## src/hw/rtl/gss_pkg.sv

```systemverilog
// gss_pkg: shared types and constants of the gini split search block
// configuration record, controller-to-datapath commands and datapath status
// no dependencies
package gss_pkg;

    // configuration register indexes (byte address is 8 times the index)
    localparam logic [2:0] REG_SAMPLE_COUNT    = 3'd0;
    localparam logic [2:0] REG_PARENT_IMPURITY = 3'd1;
    localparam logic [2:0] REG_START_BEST_GAIN = 3'd2;
    localparam logic [2:0] REG_START_NUM_BEST  = 3'd3;
    localparam logic [2:0] REG_MAX_BEST        = 3'd4;
    localparam logic [2:0] REG_FEATURE_INDEX   = 3'd5;

    localparam logic signed [39:0] GAIN_MAX = 40'sh7F_FFFF_FFFF;
    localparam logic signed [39:0] GAIN_MIN = 40'sh80_0000_0000;

    typedef struct packed {
        logic [15:0]        sample_count;
        logic [31:0]        parent_impurity;
        logic signed [39:0] start_best_gain;
        logic [4:0]         start_num_best;
        logic [4:0]         max_best;
        logic [15:0]        feature_index;
    } t_cfg;

    typedef struct packed {
        logic latch;
        logic apply;
        logic copy;
        logic sum;
        logic div_go_l;
        logic cap_l;
        logic div_go_r;
        logic cap_r;
        logic gain;
        logic rec;
        logic emit_init;
        logic emit_rd;
        logic emit_ld;
        logic emit_next;
        logic end_run;
    } t_cmd;

    typedef struct packed {
        logic need_score;
        logic need_copy;
        logic sum_done;
        logic div_done;
        logic last;
        logic emit_final;
    } t_stat;

endpackage

```

## src/hw/rtl/gss_div.sv

```systemverilog
// gss_div: restoring divider, one quotient bit per cycle
// shared by both side terms of a boundary score; uses no package items
module gss_div #(
    parameter int QW = 52
) (
    input  logic          i_clk,
    input  logic          i_rst_n,
    input  logic          i_go,
    input  logic [QW-1:0] i_dividend,
    input  logic [15:0]   i_divisor,
    output logic          o_done,
    output logic [QW-1:0] o_quot
);
    localparam int CNTW = (QW > 1) ? $clog2(QW) : 1;

    logic            r_busy;
    logic            r_done;
    logic [CNTW-1:0] r_cnt;
    logic [16:0]     r_rem;
    logic [QW-1:0]   r_q;
    logic [15:0]     r_div;
    logic [16:0]     n_rem_sh;
    logic            n_bit;

    always_comb begin
        n_rem_sh = {r_rem[15:0], r_q[QW-1]};
        n_bit    = (n_rem_sh >= {1'b0, r_div});
    end

    always_ff @(posedge i_clk) begin
        if (!i_rst_n) begin
            r_busy <= 1'b0;
            r_done <= 1'b0;
            r_cnt  <= '0;
        end else begin
            r_done <= 1'b0;
            if (i_go && !r_busy) begin
                r_busy <= 1'b1;
                r_cnt  <= '0;
            end else if (r_busy) begin
                r_cnt <= r_cnt + 1'b1;
                if (r_cnt == CNTW'(QW - 1)) begin
                    r_busy <= 1'b0;
                    r_done <= 1'b1;
                end
            end
        end
    end

    // remainder and quotient shift register
    always_ff @(posedge i_clk) begin
        if (i_go && !r_busy) begin
            r_q   <= i_dividend;
            r_div <= i_divisor;
            r_rem <= '0;
        end else if (r_busy) begin
            r_rem <= n_bit ? (n_rem_sh - {1'b0, r_div}) : n_rem_sh;
            r_q   <= {r_q[QW-2:0], n_bit};
        end
    end

    assign o_done = r_done;
    assign o_quot = r_q;

endmodule

```

## src/hw/rtl/gss_dp.sv

```systemverilog
// gss_dp: datapath of the gini split search
// class counters, run state, sum of squares, gain, best list and result register
// depends on gss_pkg and gss_div
module gss_dp
    import gss_pkg::*;
#(
    parameter int NUM_CLASSES      = 16,
    parameter int MAX_BEST_ENTRIES = 16
) (
    input  logic          i_clk,
    input  logic          i_rst_n,
    input  t_cfg          i_cfg,
    input  t_cmd          i_cmd,
    output t_stat         o_stat,
    input  logic          i_op,
    input  logic [4:0]    i_class_label,
    input  logic [15:0]   i_class_total,
    input  logic [31:0]   i_sample_x,
    input  logic          i_last,
    output logic          o_has_split,
    output logic [3:0]    o_slot,
    output logic [31:0]   o_split_value,
    output logic [15:0]   o_best_feature,
    output logic [39:0]   o_best_gain,
    output logic [4:0]    o_num_best,
    output logic          o_final_res
);
    localparam int CW   = (NUM_CLASSES > 1) ? $clog2(NUM_CLASSES) : 1;
    localparam int CIW  = $clog2(NUM_CLASSES + 2);
    localparam int SW   = 32 + CW;
    localparam int QW   = SW + 16;
    localparam int GW   = QW + 3;
    localparam int MAW  = (MAX_BEST_ENTRIES > 1) ? $clog2(MAX_BEST_ENTRIES) : 1;
    localparam int NCW  = $clog2(MAX_BEST_ENTRIES + 1);

    // latched item
    logic [4:0]  r_cls;
    logic [31:0] r_x;
    logic        r_last;

    // run state
    logic        r_started;
    logic        r_mixed;
    logic [31:0] r_prev_x;
    logic [4:0]  r_prev_label;
    logic [15:0] r_pending;
    logic [15:0] r_sample_index;
    logic [15:0] r_left  [NUM_CLASSES];
    logic [15:0] r_right [NUM_CLASSES];
    logic [15:0] r_def_split;
    logic [31:0] r_def_mid;
    logic [15:0] r_def_l [NUM_CLASSES];
    logic [15:0] r_def_r [NUM_CLASSES];
    logic signed [39:0] r_cur_best;
    logic [4:0]  r_best_count;
    logic [NCW-1:0] r_new_count;
    logic [31:0] r_mem [MAX_BEST_ENTRIES];

    // scoring
    logic           r_use_def;
    logic [15:0]    r_nl;
    logic [31:0]    r_mid;
    logic [CIW-1:0] r_ci;
    logic [31:0]    r_sq_l, r_sq_r;
    logic [SW-1:0]  r_acc_l, r_acc_r;
    logic [QW-1:0]  r_ql, r_qr;
    logic signed [39:0] r_g;

    // emission
    logic [NCW-1:0] r_k;
    logic [31:0]    r_mid_rd;
    logic           r_has, r_final;
    logic [3:0]     r_slot;
    logic [31:0]    r_split;
    logic [15:0]    r_feat;
    logic [39:0]    r_gain_o;
    logic [4:0]     r_num_o;

    logic           n_eq, n_same, n_cls_ok, n_prev_ok;
    logic [CW-1:0]  n_cidx, n_pidx, n_sidx;
    logic signed [32:0] n_msum;
    logic [31:0]    n_mid;
    logic [15:0]    n_v_l, n_v_r;
    logic [15:0]    n_nr;
    logic           n_div_go;
    logic [QW-1:0]  n_dividend;
    logic [15:0]    n_divisor;
    logic           n_div_done;
    logic [QW-1:0]  n_quot;
    logic signed [GW-1:0] n_t_l, n_t_r, n_g_full;
    logic signed [39:0]   n_g_sat;
    logic [7:0]     n_slot_w;

    always_comb begin
        n_eq      = (r_x == r_prev_x);
        n_same    = (r_cls == r_prev_label);
        n_cls_ok  = (32'(i_class_label - 5'd1) < NUM_CLASSES);
        n_cidx    = CW'(5'(i_class_label - 5'd1));
        n_prev_ok = (32'(r_prev_label) < NUM_CLASSES);
        n_pidx    = CW'(r_prev_label);
        n_sidx    = r_ci[CW-1:0];
        n_msum    = {r_x[31], r_x} + {r_prev_x[31], r_prev_x};
        n_mid     = n_msum[32:1];
        n_nr      = (i_cfg.sample_count > r_nl) ? (i_cfg.sample_count - r_nl) : 16'd0;
        if (r_ci < CIW'(NUM_CLASSES)) begin
            n_v_l = r_use_def ? r_def_l[n_sidx] : r_left[n_sidx];
            n_v_r = r_use_def ? r_def_r[n_sidx] : r_right[n_sidx];
        end else begin
            n_v_l = '0;
            n_v_r = '0;
        end
    end

    assign o_stat.need_score = r_started &&
        ((n_eq && !n_same && !r_mixed && (r_def_split != 16'd0)) ||
         (!n_eq && !(n_same && !r_mixed)));
    assign o_stat.need_copy  = r_started && !n_eq && n_same && !r_mixed;
    assign o_stat.sum_done   = (r_ci == CIW'(NUM_CLASSES + 1));
    assign o_stat.div_done   = n_div_done;
    assign o_stat.last       = r_last;
    assign o_stat.emit_final = r_final;

    assign n_div_go   = i_cmd.div_go_l || i_cmd.div_go_r;
    assign n_dividend = i_cmd.div_go_r ? {r_acc_r, 16'h0} : {r_acc_l, 16'h0};
    assign n_divisor  = i_cmd.div_go_r ? n_nr : r_nl;

    gss_div #(.QW(QW)) u_div (
        .i_clk      (i_clk),
        .i_rst_n    (i_rst_n),
        .i_go       (n_div_go),
        .i_dividend (n_dividend),
        .i_divisor  (n_divisor),
        .o_done     (n_div_done),
        .o_quot     (n_quot)
    );

    // side terms and saturated gain
    always_comb begin
        n_t_l    = (r_nl == 16'd0) ? '0 : (GW'({r_nl, 16'h0}) - GW'(r_ql));
        n_t_r    = (n_nr == 16'd0) ? '0 : (GW'({n_nr, 16'h0}) - GW'(r_qr));
        n_g_full = GW'(i_cfg.parent_impurity) - n_t_l - n_t_r;
        if (n_g_full > GW'(GAIN_MAX)) begin
            n_g_sat = GAIN_MAX;
        end else if (n_g_full < GW'(GAIN_MIN)) begin
            n_g_sat = GAIN_MIN;
        end else begin
            n_g_sat = n_g_full[39:0];
        end
        n_slot_w = 8'(r_best_count) - 8'(r_new_count) + 8'(r_k);
    end

    // control state of the run
    always_ff @(posedge i_clk) begin
        if (!i_rst_n) begin
            r_started      <= 1'b0;
            r_mixed        <= 1'b0;
            r_prev_x       <= '0;
            r_prev_label   <= '0;
            r_pending      <= '0;
            r_sample_index <= '0;
            r_def_split    <= '0;
            r_def_mid      <= '0;
            r_cur_best     <= '0;
            r_best_count   <= '0;
            r_new_count    <= '0;
            r_ci           <= '0;
            for (int i = 0; i < NUM_CLASSES; i++) begin
                r_left[i]  <= '0;
                r_right[i] <= '0;
            end
        end else begin
            if (i_cmd.latch && !i_op && n_cls_ok) begin
                r_right[n_cidx] <= i_class_total;
            end
            if (i_cmd.apply) begin
                r_ci <= '0;
                if (!r_started) begin
                    r_started    <= 1'b1;
                    r_cur_best   <= i_cfg.start_best_gain;
                    r_best_count <= i_cfg.start_num_best;
                    r_new_count  <= '0;
                    r_mixed      <= 1'b0;
                    r_def_split  <= '0;
                    r_prev_x     <= r_x;
                    r_prev_label <= r_cls;
                    r_pending    <= 16'd1;
                end else if (n_eq && n_same) begin
                    r_pending <= r_pending + 16'd1;
                end else begin
                    if (n_prev_ok) begin
                        r_left[n_pidx]  <= r_left[n_pidx] + r_pending;
                        r_right[n_pidx] <= r_right[n_pidx] - r_pending;
                    end
                    r_pending    <= 16'd1;
                    r_prev_label <= r_cls;
                    if (n_eq) begin
                        if (!r_mixed) begin
                            r_mixed     <= 1'b1;
                            r_def_split <= '0;
                        end
                    end else begin
                        r_mixed  <= 1'b0;
                        r_prev_x <= r_x;
                        if (n_same && !r_mixed) begin
                            r_def_split <= r_sample_index;
                            r_def_mid   <= n_mid;
                        end else begin
                            r_def_split <= '0;
                        end
                    end
                end
                if (r_sample_index != 16'hFFFF) begin
                    r_sample_index <= r_sample_index + 16'd1;
                end
            end
            if (i_cmd.sum && (r_ci != CIW'(NUM_CLASSES + 1))) begin
                r_ci <= r_ci + 1'b1;
            end
            if (i_cmd.rec) begin
                if (r_g > r_cur_best) begin
                    r_cur_best   <= r_g;
                    r_best_count <= 5'd1;
                    r_new_count  <= NCW'(1);
                end else if ((r_g == r_cur_best) && (r_g > 40'sd0) &&
                             (r_best_count < i_cfg.max_best) &&
                             (32'(r_best_count) < MAX_BEST_ENTRIES) &&
                             (32'(r_new_count) < MAX_BEST_ENTRIES)) begin
                    r_new_count  <= r_new_count + 1'b1;
                    r_best_count <= r_best_count + 5'd1;
                end
            end
            if (i_cmd.end_run) begin
                r_started      <= 1'b0;
                r_mixed        <= 1'b0;
                r_prev_x       <= '0;
                r_prev_label   <= '0;
                r_pending      <= '0;
                r_sample_index <= '0;
                r_def_split    <= '0;
                for (int i = 0; i < NUM_CLASSES; i++) begin
                    r_left[i]  <= '0;
                    r_right[i] <= '0;
                end
            end
        end
    end

    // payload registers
    always_ff @(posedge i_clk) begin
        if (i_cmd.latch) begin
            r_cls  <= 5'(i_class_label - 5'd1);
            r_x    <= i_sample_x;
            r_last <= i_last;
        end
        if (i_cmd.apply) begin
            r_acc_l <= '0;
            r_acc_r <= '0;
            if (n_eq) begin
                r_use_def <= 1'b1;
                r_nl      <= r_def_split;
                r_mid     <= r_def_mid;
            end else begin
                r_use_def <= 1'b0;
                r_nl      <= r_sample_index;
                r_mid     <= n_mid;
            end
        end
        if (i_cmd.copy) begin
            for (int i = 0; i < NUM_CLASSES; i++) begin
                r_def_l[i] <= r_left[i];
                r_def_r[i] <= r_right[i];
            end
        end
        if (i_cmd.sum && (r_ci != CIW'(NUM_CLASSES + 1))) begin
            r_sq_l <= n_v_l * n_v_l;
            r_sq_r <= n_v_r * n_v_r;
            if (r_ci != '0) begin
                r_acc_l <= r_acc_l + SW'(r_sq_l);
                r_acc_r <= r_acc_r + SW'(r_sq_r);
            end
        end
        if (i_cmd.cap_l) begin
            r_ql <= n_quot;
        end
        if (i_cmd.cap_r) begin
            r_qr <= n_quot;
        end
        if (i_cmd.gain) begin
            r_g <= n_g_sat;
        end
    end

    // best midpoint memory: one write port, one registered read port
    always_ff @(posedge i_clk) begin
        if (i_cmd.rec) begin
            if (r_g > r_cur_best) begin
                r_mem[0] <= r_mid;
            end else if ((r_g == r_cur_best) && (r_g > 40'sd0) &&
                         (r_best_count < i_cfg.max_best) &&
                         (32'(r_best_count) < MAX_BEST_ENTRIES) &&
                         (32'(r_new_count) < MAX_BEST_ENTRIES)) begin
                r_mem[r_new_count[MAW-1:0]] <= r_mid;
            end
        end
        if (i_cmd.emit_rd) begin
            r_mid_rd <= r_mem[r_k[MAW-1:0]];
        end
    end

    // result register
    always_ff @(posedge i_clk) begin
        if (!i_rst_n) begin
            r_k     <= '0;
            r_final <= 1'b0;
        end else begin
            if (i_cmd.emit_init) begin
                r_k <= '0;
            end else if (i_cmd.emit_next) begin
                r_k <= r_k + 1'b1;
            end
            if (i_cmd.emit_ld) begin
                r_final <= (r_new_count == '0) || (r_k + 1'b1 == r_new_count);
            end
        end
    end

    always_ff @(posedge i_clk) begin
        if (i_cmd.emit_ld) begin
            r_has    <= (r_new_count != '0);
            r_slot   <= (r_new_count != '0) ? n_slot_w[3:0] : 4'd0;
            r_split  <= (r_new_count != '0) ? r_mid_rd : 32'd0;
            r_feat   <= (r_new_count != '0) ? i_cfg.feature_index : 16'd0;
            r_gain_o <= r_cur_best;
            r_num_o  <= r_best_count;
        end
    end

    assign o_has_split    = r_has;
    assign o_slot         = r_slot;
    assign o_split_value  = r_split;
    assign o_best_feature = r_feat;
    assign o_best_gain    = r_gain_o;
    assign o_num_best     = r_num_o;
    assign o_final_res    = r_final;

    a_new_le_best: assert property (@(posedge i_clk) disable iff (!i_rst_n)
        r_started |-> (5'(r_new_count) <= r_best_count || r_new_count == '0))
        else $error("new entries exceed best list count");

    a_sum_halts: assert property (@(posedge i_clk) disable iff (!i_rst_n)
        (i_cmd.sum && o_stat.sum_done) |=> o_stat.sum_done)
        else $error("sum counter ran past its end");

    a_div_only_idle: assert property (@(posedge i_clk) disable iff (!i_rst_n)
        i_cmd.div_go_l |-> !i_cmd.div_go_r)
        else $error("both divider starts in one cycle");

endmodule

```

## src/hw/rtl/gss_ctrl.sv

```systemverilog
// gss_ctrl: sequencing state machine of the gini split search
// drives datapath commands and both stream handshakes; depends on gss_pkg
module gss_ctrl
    import gss_pkg::*;
(
    input  logic  i_clk,
    input  logic  i_rst_n,
    input  logic  i_in_valid,
    input  logic  i_in_op,
    output logic  o_in_ready,
    output logic  o_out_valid,
    input  logic  i_out_ready,
    input  t_stat i_stat,
    output t_cmd  o_cmd
);
    localparam logic [3:0] S_IDLE  = 4'd0;
    localparam logic [3:0] S_APPLY = 4'd1;
    localparam logic [3:0] S_COPY  = 4'd2;
    localparam logic [3:0] S_SUM   = 4'd3;
    localparam logic [3:0] S_DIVL  = 4'd4;
    localparam logic [3:0] S_DIVR  = 4'd5;
    localparam logic [3:0] S_GAIN  = 4'd6;
    localparam logic [3:0] S_REC   = 4'd7;
    localparam logic [3:0] S_CHKL  = 4'd8;
    localparam logic [3:0] S_EMRD  = 4'd9;
    localparam logic [3:0] S_EMLD  = 4'd10;
    localparam logic [3:0] S_EMWT  = 4'd11;

    logic [3:0] r_state, n_state;

    assign o_in_ready  = (r_state == S_IDLE);
    assign o_out_valid = (r_state == S_EMWT);

    always_comb begin
        n_state = r_state;
        o_cmd   = '0;
        case (r_state)
            S_IDLE: begin
                if (i_in_valid) begin
                    o_cmd.latch = 1'b1;
                    if (i_in_op) begin
                        n_state = S_APPLY;
                    end
                end
            end
            S_APPLY: begin
                o_cmd.apply = 1'b1;
                if (i_stat.need_copy) begin
                    n_state = S_COPY;
                end else if (i_stat.need_score) begin
                    n_state = S_SUM;
                end else begin
                    n_state = S_CHKL;
                end
            end
            S_COPY: begin
                o_cmd.copy = 1'b1;
                n_state    = S_CHKL;
            end
            S_SUM: begin
                o_cmd.sum = 1'b1;
                if (i_stat.sum_done) begin
                    o_cmd.div_go_l = 1'b1;
                    n_state        = S_DIVL;
                end
            end
            S_DIVL: begin
                if (i_stat.div_done) begin
                    o_cmd.cap_l    = 1'b1;
                    o_cmd.div_go_r = 1'b1;
                    n_state        = S_DIVR;
                end
            end
            S_DIVR: begin
                if (i_stat.div_done) begin
                    o_cmd.cap_r = 1'b1;
                    n_state     = S_GAIN;
                end
            end
            S_GAIN: begin
                o_cmd.gain = 1'b1;
                n_state    = S_REC;
            end
            S_REC: begin
                o_cmd.rec = 1'b1;
                n_state   = S_CHKL;
            end
            S_CHKL: begin
                o_cmd.emit_init = 1'b1;
                n_state         = i_stat.last ? S_EMRD : S_IDLE;
            end
            S_EMRD: begin
                o_cmd.emit_rd = 1'b1;
                n_state       = S_EMLD;
            end
            S_EMLD: begin
                o_cmd.emit_ld = 1'b1;
                n_state       = S_EMWT;
            end
            S_EMWT: begin
                if (i_out_ready) begin
                    if (i_stat.emit_final) begin
                        o_cmd.end_run = 1'b1;
                        n_state       = S_IDLE;
                    end else begin
                        o_cmd.emit_next = 1'b1;
                        n_state         = S_EMRD;
                    end
                end
            end
            default: begin
                n_state = S_IDLE;
            end
        endcase
    end

    always_ff @(posedge i_clk) begin
        if (!i_rst_n) begin
            r_state <= S_IDLE;
        end else begin
            r_state <= n_state;
        end
    end

    a_no_overlap: assert property (@(posedge i_clk) disable iff (!i_rst_n)
        !(o_in_ready && o_out_valid))
        else $error("input taken while a result is shown");

    a_final_to_idle: assert property (@(posedge i_clk) disable iff (!i_rst_n)
        (o_out_valid && i_out_ready && i_stat.emit_final) |=> o_in_ready)
        else $error("no return to idle after the final beat");

    a_div_done_place: assert property (@(posedge i_clk) disable iff (!i_rst_n)
        i_stat.div_done |-> (r_state == S_DIVL || r_state == S_DIVR))
        else $error("divider finished outside a divide state");

endmodule

```

## src/hw/rtl/gini_split_search.sv

```systemverilog
// gini_split_search: top level, configuration registers and stream ports
// instantiates gss_ctrl and gss_dp; depends on gss_pkg
//
// usage: write the registers over the apb port while the block is idle, then
// send beats on the slave stream. tuser 0 loads one class total, tuser 1 is
// a sample; samples arrive sorted by feature value and tlast marks the last
// one of the node. after the last sample the master stream returns one beat
// per newly recorded best split (or one beat with tuser 0 when there is
// none); tlast marks the final beat.
// a total is stored while the block stays idle; a sample that needs no score
// passes the apply, optional copy and last-check states; a scored boundary
// adds the class sum, two passes of the one-bit-per-cycle divider (left side,
// then right side), gain and record; each result beat passes the read, load
// and wait states and holds while the receiver stalls.
// one item is in work at a time; s_axis_tready is high only when idle.
// reset clears the run state, counters and best list control; registers
// return to their reset values. a stalled master side simply holds its beat.
module gini_split_search
    import gss_pkg::*;
#(
    parameter int NUM_CLASSES      = 16,
    parameter int MAX_BEST_ENTRIES = 16
) (
    input  logic         i_clk,
    input  logic         i_rst_n,
    // apb configuration port
    input  logic         psel,
    input  logic         penable,
    input  logic         pwrite,
    input  logic [5:0]   paddr,
    input  logic [63:0]  pwdata,
    output logic [63:0]  prdata,
    output logic         pready,
    // input beats
    input  logic         s_axis_tvalid,
    output logic         s_axis_tready,
    input  logic [55:0]  s_axis_tdata,  // class_label[4:0], class_total[20:5], sample_x[52:21]
    input  logic         s_axis_tuser,  // op
    input  logic         s_axis_tlast,  // last
    // result beats
    output logic         m_axis_tvalid,
    input  logic         m_axis_tready,
    output logic [103:0] m_axis_tdata,  // slot[3:0], split_value[35:4], best_feature[51:36],
                                        // best_gain[91:52], num_best[96:92]
    output logic         m_axis_tuser,  // has_split
    output logic         m_axis_tlast   // final_res
);
    t_cfg  r_cfg;
    t_cmd  n_cmd;
    t_stat n_stat;

    logic        n_has;
    logic [3:0]  n_slot;
    logic [31:0] n_split;
    logic [15:0] n_feat;
    logic [39:0] n_gain;
    logic [4:0]  n_num;
    logic        n_final;

    assign pready = 1'b1;

    // register file, written on the access cycle
    always_ff @(posedge i_clk) begin
        if (!i_rst_n) begin
            r_cfg.sample_count    <= 16'd2;
            r_cfg.parent_impurity <= '0;
            r_cfg.start_best_gain <= '0;
            r_cfg.start_num_best  <= '0;
            r_cfg.max_best        <= 5'd16;
            r_cfg.feature_index   <= '0;
        end else if (psel && penable && pwrite) begin
            case (paddr[5:3])
                REG_SAMPLE_COUNT:    r_cfg.sample_count    <= pwdata[15:0];
                REG_PARENT_IMPURITY: r_cfg.parent_impurity <= pwdata[31:0];
                REG_START_BEST_GAIN: r_cfg.start_best_gain <= pwdata[39:0];
                REG_START_NUM_BEST:  r_cfg.start_num_best  <= pwdata[4:0];
                REG_MAX_BEST:        r_cfg.max_best        <= pwdata[4:0];
                REG_FEATURE_INDEX:   r_cfg.feature_index   <= pwdata[15:0];
                default: begin
                end
            endcase
        end
    end

    always_comb begin
        case (paddr[5:3])
            REG_SAMPLE_COUNT:    prdata = 64'(r_cfg.sample_count);
            REG_PARENT_IMPURITY: prdata = 64'(r_cfg.parent_impurity);
            REG_START_BEST_GAIN: prdata = 64'(unsigned'(r_cfg.start_best_gain));
            REG_START_NUM_BEST:  prdata = 64'(r_cfg.start_num_best);
            REG_MAX_BEST:        prdata = 64'(r_cfg.max_best);
            REG_FEATURE_INDEX:   prdata = 64'(r_cfg.feature_index);
            default:             prdata = '0;
        endcase
    end

    // sequencer
    gss_ctrl u_ctrl (
        .i_clk       (i_clk),
        .i_rst_n     (i_rst_n),
        .i_in_valid  (s_axis_tvalid),
        .i_in_op     (s_axis_tuser),
        .o_in_ready  (s_axis_tready),
        .o_out_valid (m_axis_tvalid),
        .i_out_ready (m_axis_tready),
        .i_stat      (n_stat),
        .o_cmd       (n_cmd)
    );

    // counters, scoring and best list
    gss_dp #(
        .NUM_CLASSES      (NUM_CLASSES),
        .MAX_BEST_ENTRIES (MAX_BEST_ENTRIES)
    ) u_dp (
        .i_clk          (i_clk),
        .i_rst_n        (i_rst_n),
        .i_cfg          (r_cfg),
        .i_cmd          (n_cmd),
        .o_stat         (n_stat),
        .i_op           (s_axis_tuser),
        .i_class_label  (s_axis_tdata[4:0]),
        .i_class_total  (s_axis_tdata[20:5]),
        .i_sample_x     (s_axis_tdata[52:21]),
        .i_last         (s_axis_tlast),
        .o_has_split    (n_has),
        .o_slot         (n_slot),
        .o_split_value  (n_split),
        .o_best_feature (n_feat),
        .o_best_gain    (n_gain),
        .o_num_best     (n_num),
        .o_final_res    (n_final)
    );

    // result beat packing
    assign m_axis_tdata = {7'd0, n_num, n_gain, n_feat, n_split, n_slot};
    assign m_axis_tuser = n_has;
    assign m_axis_tlast = n_final;

endmodule
```

## config.mk

```make
export PLATFORM = sky130hd
export DESIGN_NAME = gini_split_search
export DESIGN_NICKNAME = d
export VERILOG_FILES = /design/src/hw/rtl/gss_pkg.sv /design/src/hw/rtl/gss_div.sv /design/src/hw/rtl/gss_dp.sv /design/src/hw/rtl/gss_ctrl.sv /design/src/hw/rtl/gini_split_search.sv
export SDC_FILE = /design/constraint.sdc
export NUM_CORES = 2
export LEC_CHECK = 0
export BUFFER_PORTS_ARGS = -buffer_cell sky130_fd_sc_hd__buf_2
export CAP_MARGIN = 40
export CORE_AREA = 2 2 543 545
export CTS_CLUSTER_DIAMETER = 120
export DETAILED_ROUTE_END_ITERATION = 6
export DIE_AREA = 0 0 545 547
export GPL_ROUTABILITY_DRIVEN = 0
export PLACE_DENSITY = 0.68
export SYNTH_ARGS = -nofsm -noshare
export SYNTH_HDL_FRONTEND = slang
export SYNTH_HIERARCHICAL = 1
export SYNTH_SLANG_ARGS = --single-unit
```

## constraint.sdc

```tcl
create_clock -name i_clk -period 53 [get_ports i_clk]
set_clock_uncertainty 0.15 [all_clocks]
set_input_delay 2.65 -clock i_clk [delete_from_list [all_inputs] [get_ports i_clk]]
set_output_delay 2.65 -clock i_clk [all_outputs]
set_load 0.005 [all_outputs]
```

==> results.sh <==
export IMPL_io_pins=308
export IMPL_gr_usage_all_layers_pct=23.4
export IMPL_hold_path_depth=0
export IMPL_via_per_inst=5.94
export IMPL_grt_pass1_wl_mm=531
export IMPL_cts_sinks=2429
export IMPL_criticalPathCategory="reg -> reg"
export IMPL_wl_mm=353
export IMPL_root_buffer="clkbuf_16"
export IMPL_synth_flop_cell="edfxtp_1"
export IMPL_rows=199
export IMPL_worstPathArrival_ns=11.73
export IMPL_crit_top_cell="fa_1"
export IMPL_grt_pass1_vias=86005
export IMPL_ctsHoldBuffers=0
export IMPL_reg2regPathDepth=32
export IMPL_insertion_delay_ns=0.87
export IMPL_finalNetCount=11418
export IMPL_p_leak_nw=52.9
export IMPL_post_dp_cell_area_mm2=0.138
export IMPL_max_slew_margin_pct=27.1
export IMPL_worstHoldStart="u_dp/r_cur_best[39]$_SDFF_PN0_"
export IMPL_path_clk_slew_ns=0.06
export IMPL_synthToLayoutAreaGrowth_pct=11.5
export IMPL_fin_area_mm2=0.146
export IMPL_slowest_stage="dfxtp_4"
export IMPL_fin_crit_sh_pct=21.2
export IMPL_synth_top_area_share_pct=46.4
export IMPL_hold_class="reg -> reg"
export IMPL_synth_top_area_cell="edfxtp_1"
export IMPL_antenna_found_initial=28
export IMPL_synth_cells=10191
export IMPL_dp_cells=14041
export IMPL_cts_setup_buffers=0
export IMPL_routedWlPerCell_um=24.3
export IMPL_dr_pass1_iters=6
export IMPL_dp_hpwl_mm=232
export IMPL_synth_area_mm2=0.131
export IMPL_powerDensity_mw_per_mm2=50.3
export IMPL_fin_ws_ns=41.74
export IMPL_final_cells=14519
export IMPL_synth_area_leaders="edfxtp_1, mux4_2, dfxtp_1, fa_1, ha_1"
export IMPL_max_stage_delay_ns=0.85
export IMPL_fillCellCount=24517
export IMPL_num_vias=86186
export IMPL_fmax_ghz=0.0888
export IMPL_start_kind="flip-flop"
export IMPL_start_util_pct=44.8
export IMPL_rsz0062_at_grt="no"
export IMPL_die_area_mm2=0.298
export IMPL_final_max_slew_viol_count=0
export IMPL_cts_buffer_depth=4
export IMPL_finalSetupViolCount=0
export IMPL_status="finished clean"
export IMPL_synth_seq_area_share_pct=52.5
export IMPL_cts_resized=0
export IMPL_layout_min_cycle_time_ns=11.26
export IMPL_drc_errors=0
export IMPL_drive_above_1_share_pct=17.2
export IMPL_core_area_mm2=0.293
export IMPL_overflow=0
export IMPL_cts_buffers=266
export IMPL_crit_required_ns=53.47
export IMPL_ys_types=113
export IMPL_ir_worst_vdd_v=0.0000981
export IMPL_io_buffers=245
export IMPL_synth_seq_cells=2429
export IMPL_dp_slack_ns=41.74
export IMPL_hold_viol=0
export IMPL_dieHeight_um=547
export IMPL_die_w_um=545
export IMPL_ys_warn_count=6
export IMPL_async_flop_share_pct=0
export IMPL_avgSynthCellArea_um2=12.9
export IMPL_cts_tree="done"
export IMPL_tightest_slew_ns=1.09
export IMPL_fin_setup_tns_ns=0
export IMPL_dr_first_iter_drc_count=10558
export IMPL_grt_start_max_net_pins=185
export IMPL_synth_edf_count=2027
export IMPL_path_max_fanout=37
export IMPL_htree_levels=5
export IMPL_critPathCaptureType="flip-flop"
export IMPL_maxCapViolations=0
export IMPL_antenna_left=0
[logic make-up after synthesis]
group                    Yosys count  share of synthesized area, %
AO/OA/AOI/OAI                   1521                          7.45
XOR/XNOR                         375                          2.50
adder cells (fa/ha/maj)          892                          10.6
buffers and inverters           1338                          4.12
flip-flops                      2429                          52.5
multiplexers                     933                          13.4
other                              3                       0.00858
AND/OR/NAND/NOR                 2700                          9.40
[critical path: cells and delay by family, from the launching register on]
| kind | cells | cell delay [ns] |
|---|---|---|
| compound gates | 8 | 2.06 |
| fa+ha+maj | 7 | 3.31 |
| buf+inv | 9 | 2.78 |
| flops | 1 | 0.85 |
| mux | 2 | 1.04 |
| simple gates | 6 | 0.69 |
[flip-flops by register name, indices dropped and copies added, names as in the netlist, 52 cells and up, named ones only]
register,count
u_dp/r_mem,512
u_dp/r_def_l,256
u_dp/r_def_r,256
u_dp/r_left,256
u_dp/r_right,256
r_cfg,114
u_dp/r_ql,52
u_dp/r_qr,52
u_dp/u_div/o_quot,52
[routing by layer]
metal	part of all wire, %	vias up	GRT usage [%]
met5	0.012	-	0
li1	-	37814	-
met1	39	42829	31.2
met3	9.6	883	4.23
met4	4.4	6	9.16
met2	47	4654	37.9
[where the power goes]
group | leakage [nW] | internal, W | switching, W | total, W
Combinational | 26.5 | 0.00123 | 0.00189 | 0.00313
Sequential | 22.3 | 0.00230 | 0.0000979 | 0.00240
Clock | 4.14 | 0.00107 | 0.000752 | 0.00183
[final timing paths]
path                                                       end  slack [ns]
worst max register to register       u_dp/r_sq_r[31]$_DFFE_PP_       41.74
worst min register to register  u_dp/o_best_gain[39]$_DFFE_PP_        0.29
worst min-delay path            u_dp/o_best_gain[39]$_DFFE_PP_        0.29
worst max-delay path                 u_dp/r_sq_r[31]$_DFFE_PP_       41.74
[Yosys cell counts, types with 238 or more instances]
master,count
a21oi_1,364
fa_1,368
mux4_2,640
clkbuf_1,394
nor2_1,661
ha_1,524
xnor2_1,238
dfxtp_1,402
edfxtp_1,2027
nand2_1,1088
o21ai_0,456
inv_1,743
nand3_1,248
[area by class of cell]
cell class | instances | area (um2) | share of cell area (%)
multi-input cells | 6469 | 57500 | 39.4
clock inverters | 106 | 1170 | 0.800
repair buffers | 478 | 3440 | 2.35
clock buffers | 360 | 7370 | 5.04
flip-flops and latches | 2429 | 69000 | 47.2
diodes | 11 | 27.5 | 0.0188
inverters | 747 | 2800 | 1.92
well taps | 3919 | 4900 | 3.35
[cells in the final DEF, fill, tap and decap left out, drive strengths merged, types with 371 or more instances in the layout]
master and count:
buf 477, nand2 1090, ha 524, inv 757, edfxtp 2027, dfxtp 402
nor2 665, o21ai 470, a21oi 371, mux4 640
[stage by stage]
step                total power, W  util [%]  hold WS [ns]
finish                     0.00735      50.0         0.287
detailed placement         0.00552      47.0         0.269
global route               0.00781      50.0         0.278
floorplan                  0.00467         -         0.258
CTS                        0.00735      50.0         0.265
global placement           0.00540      46.8         0.271
No activity file was read; power rests on OpenSTA's default activity.
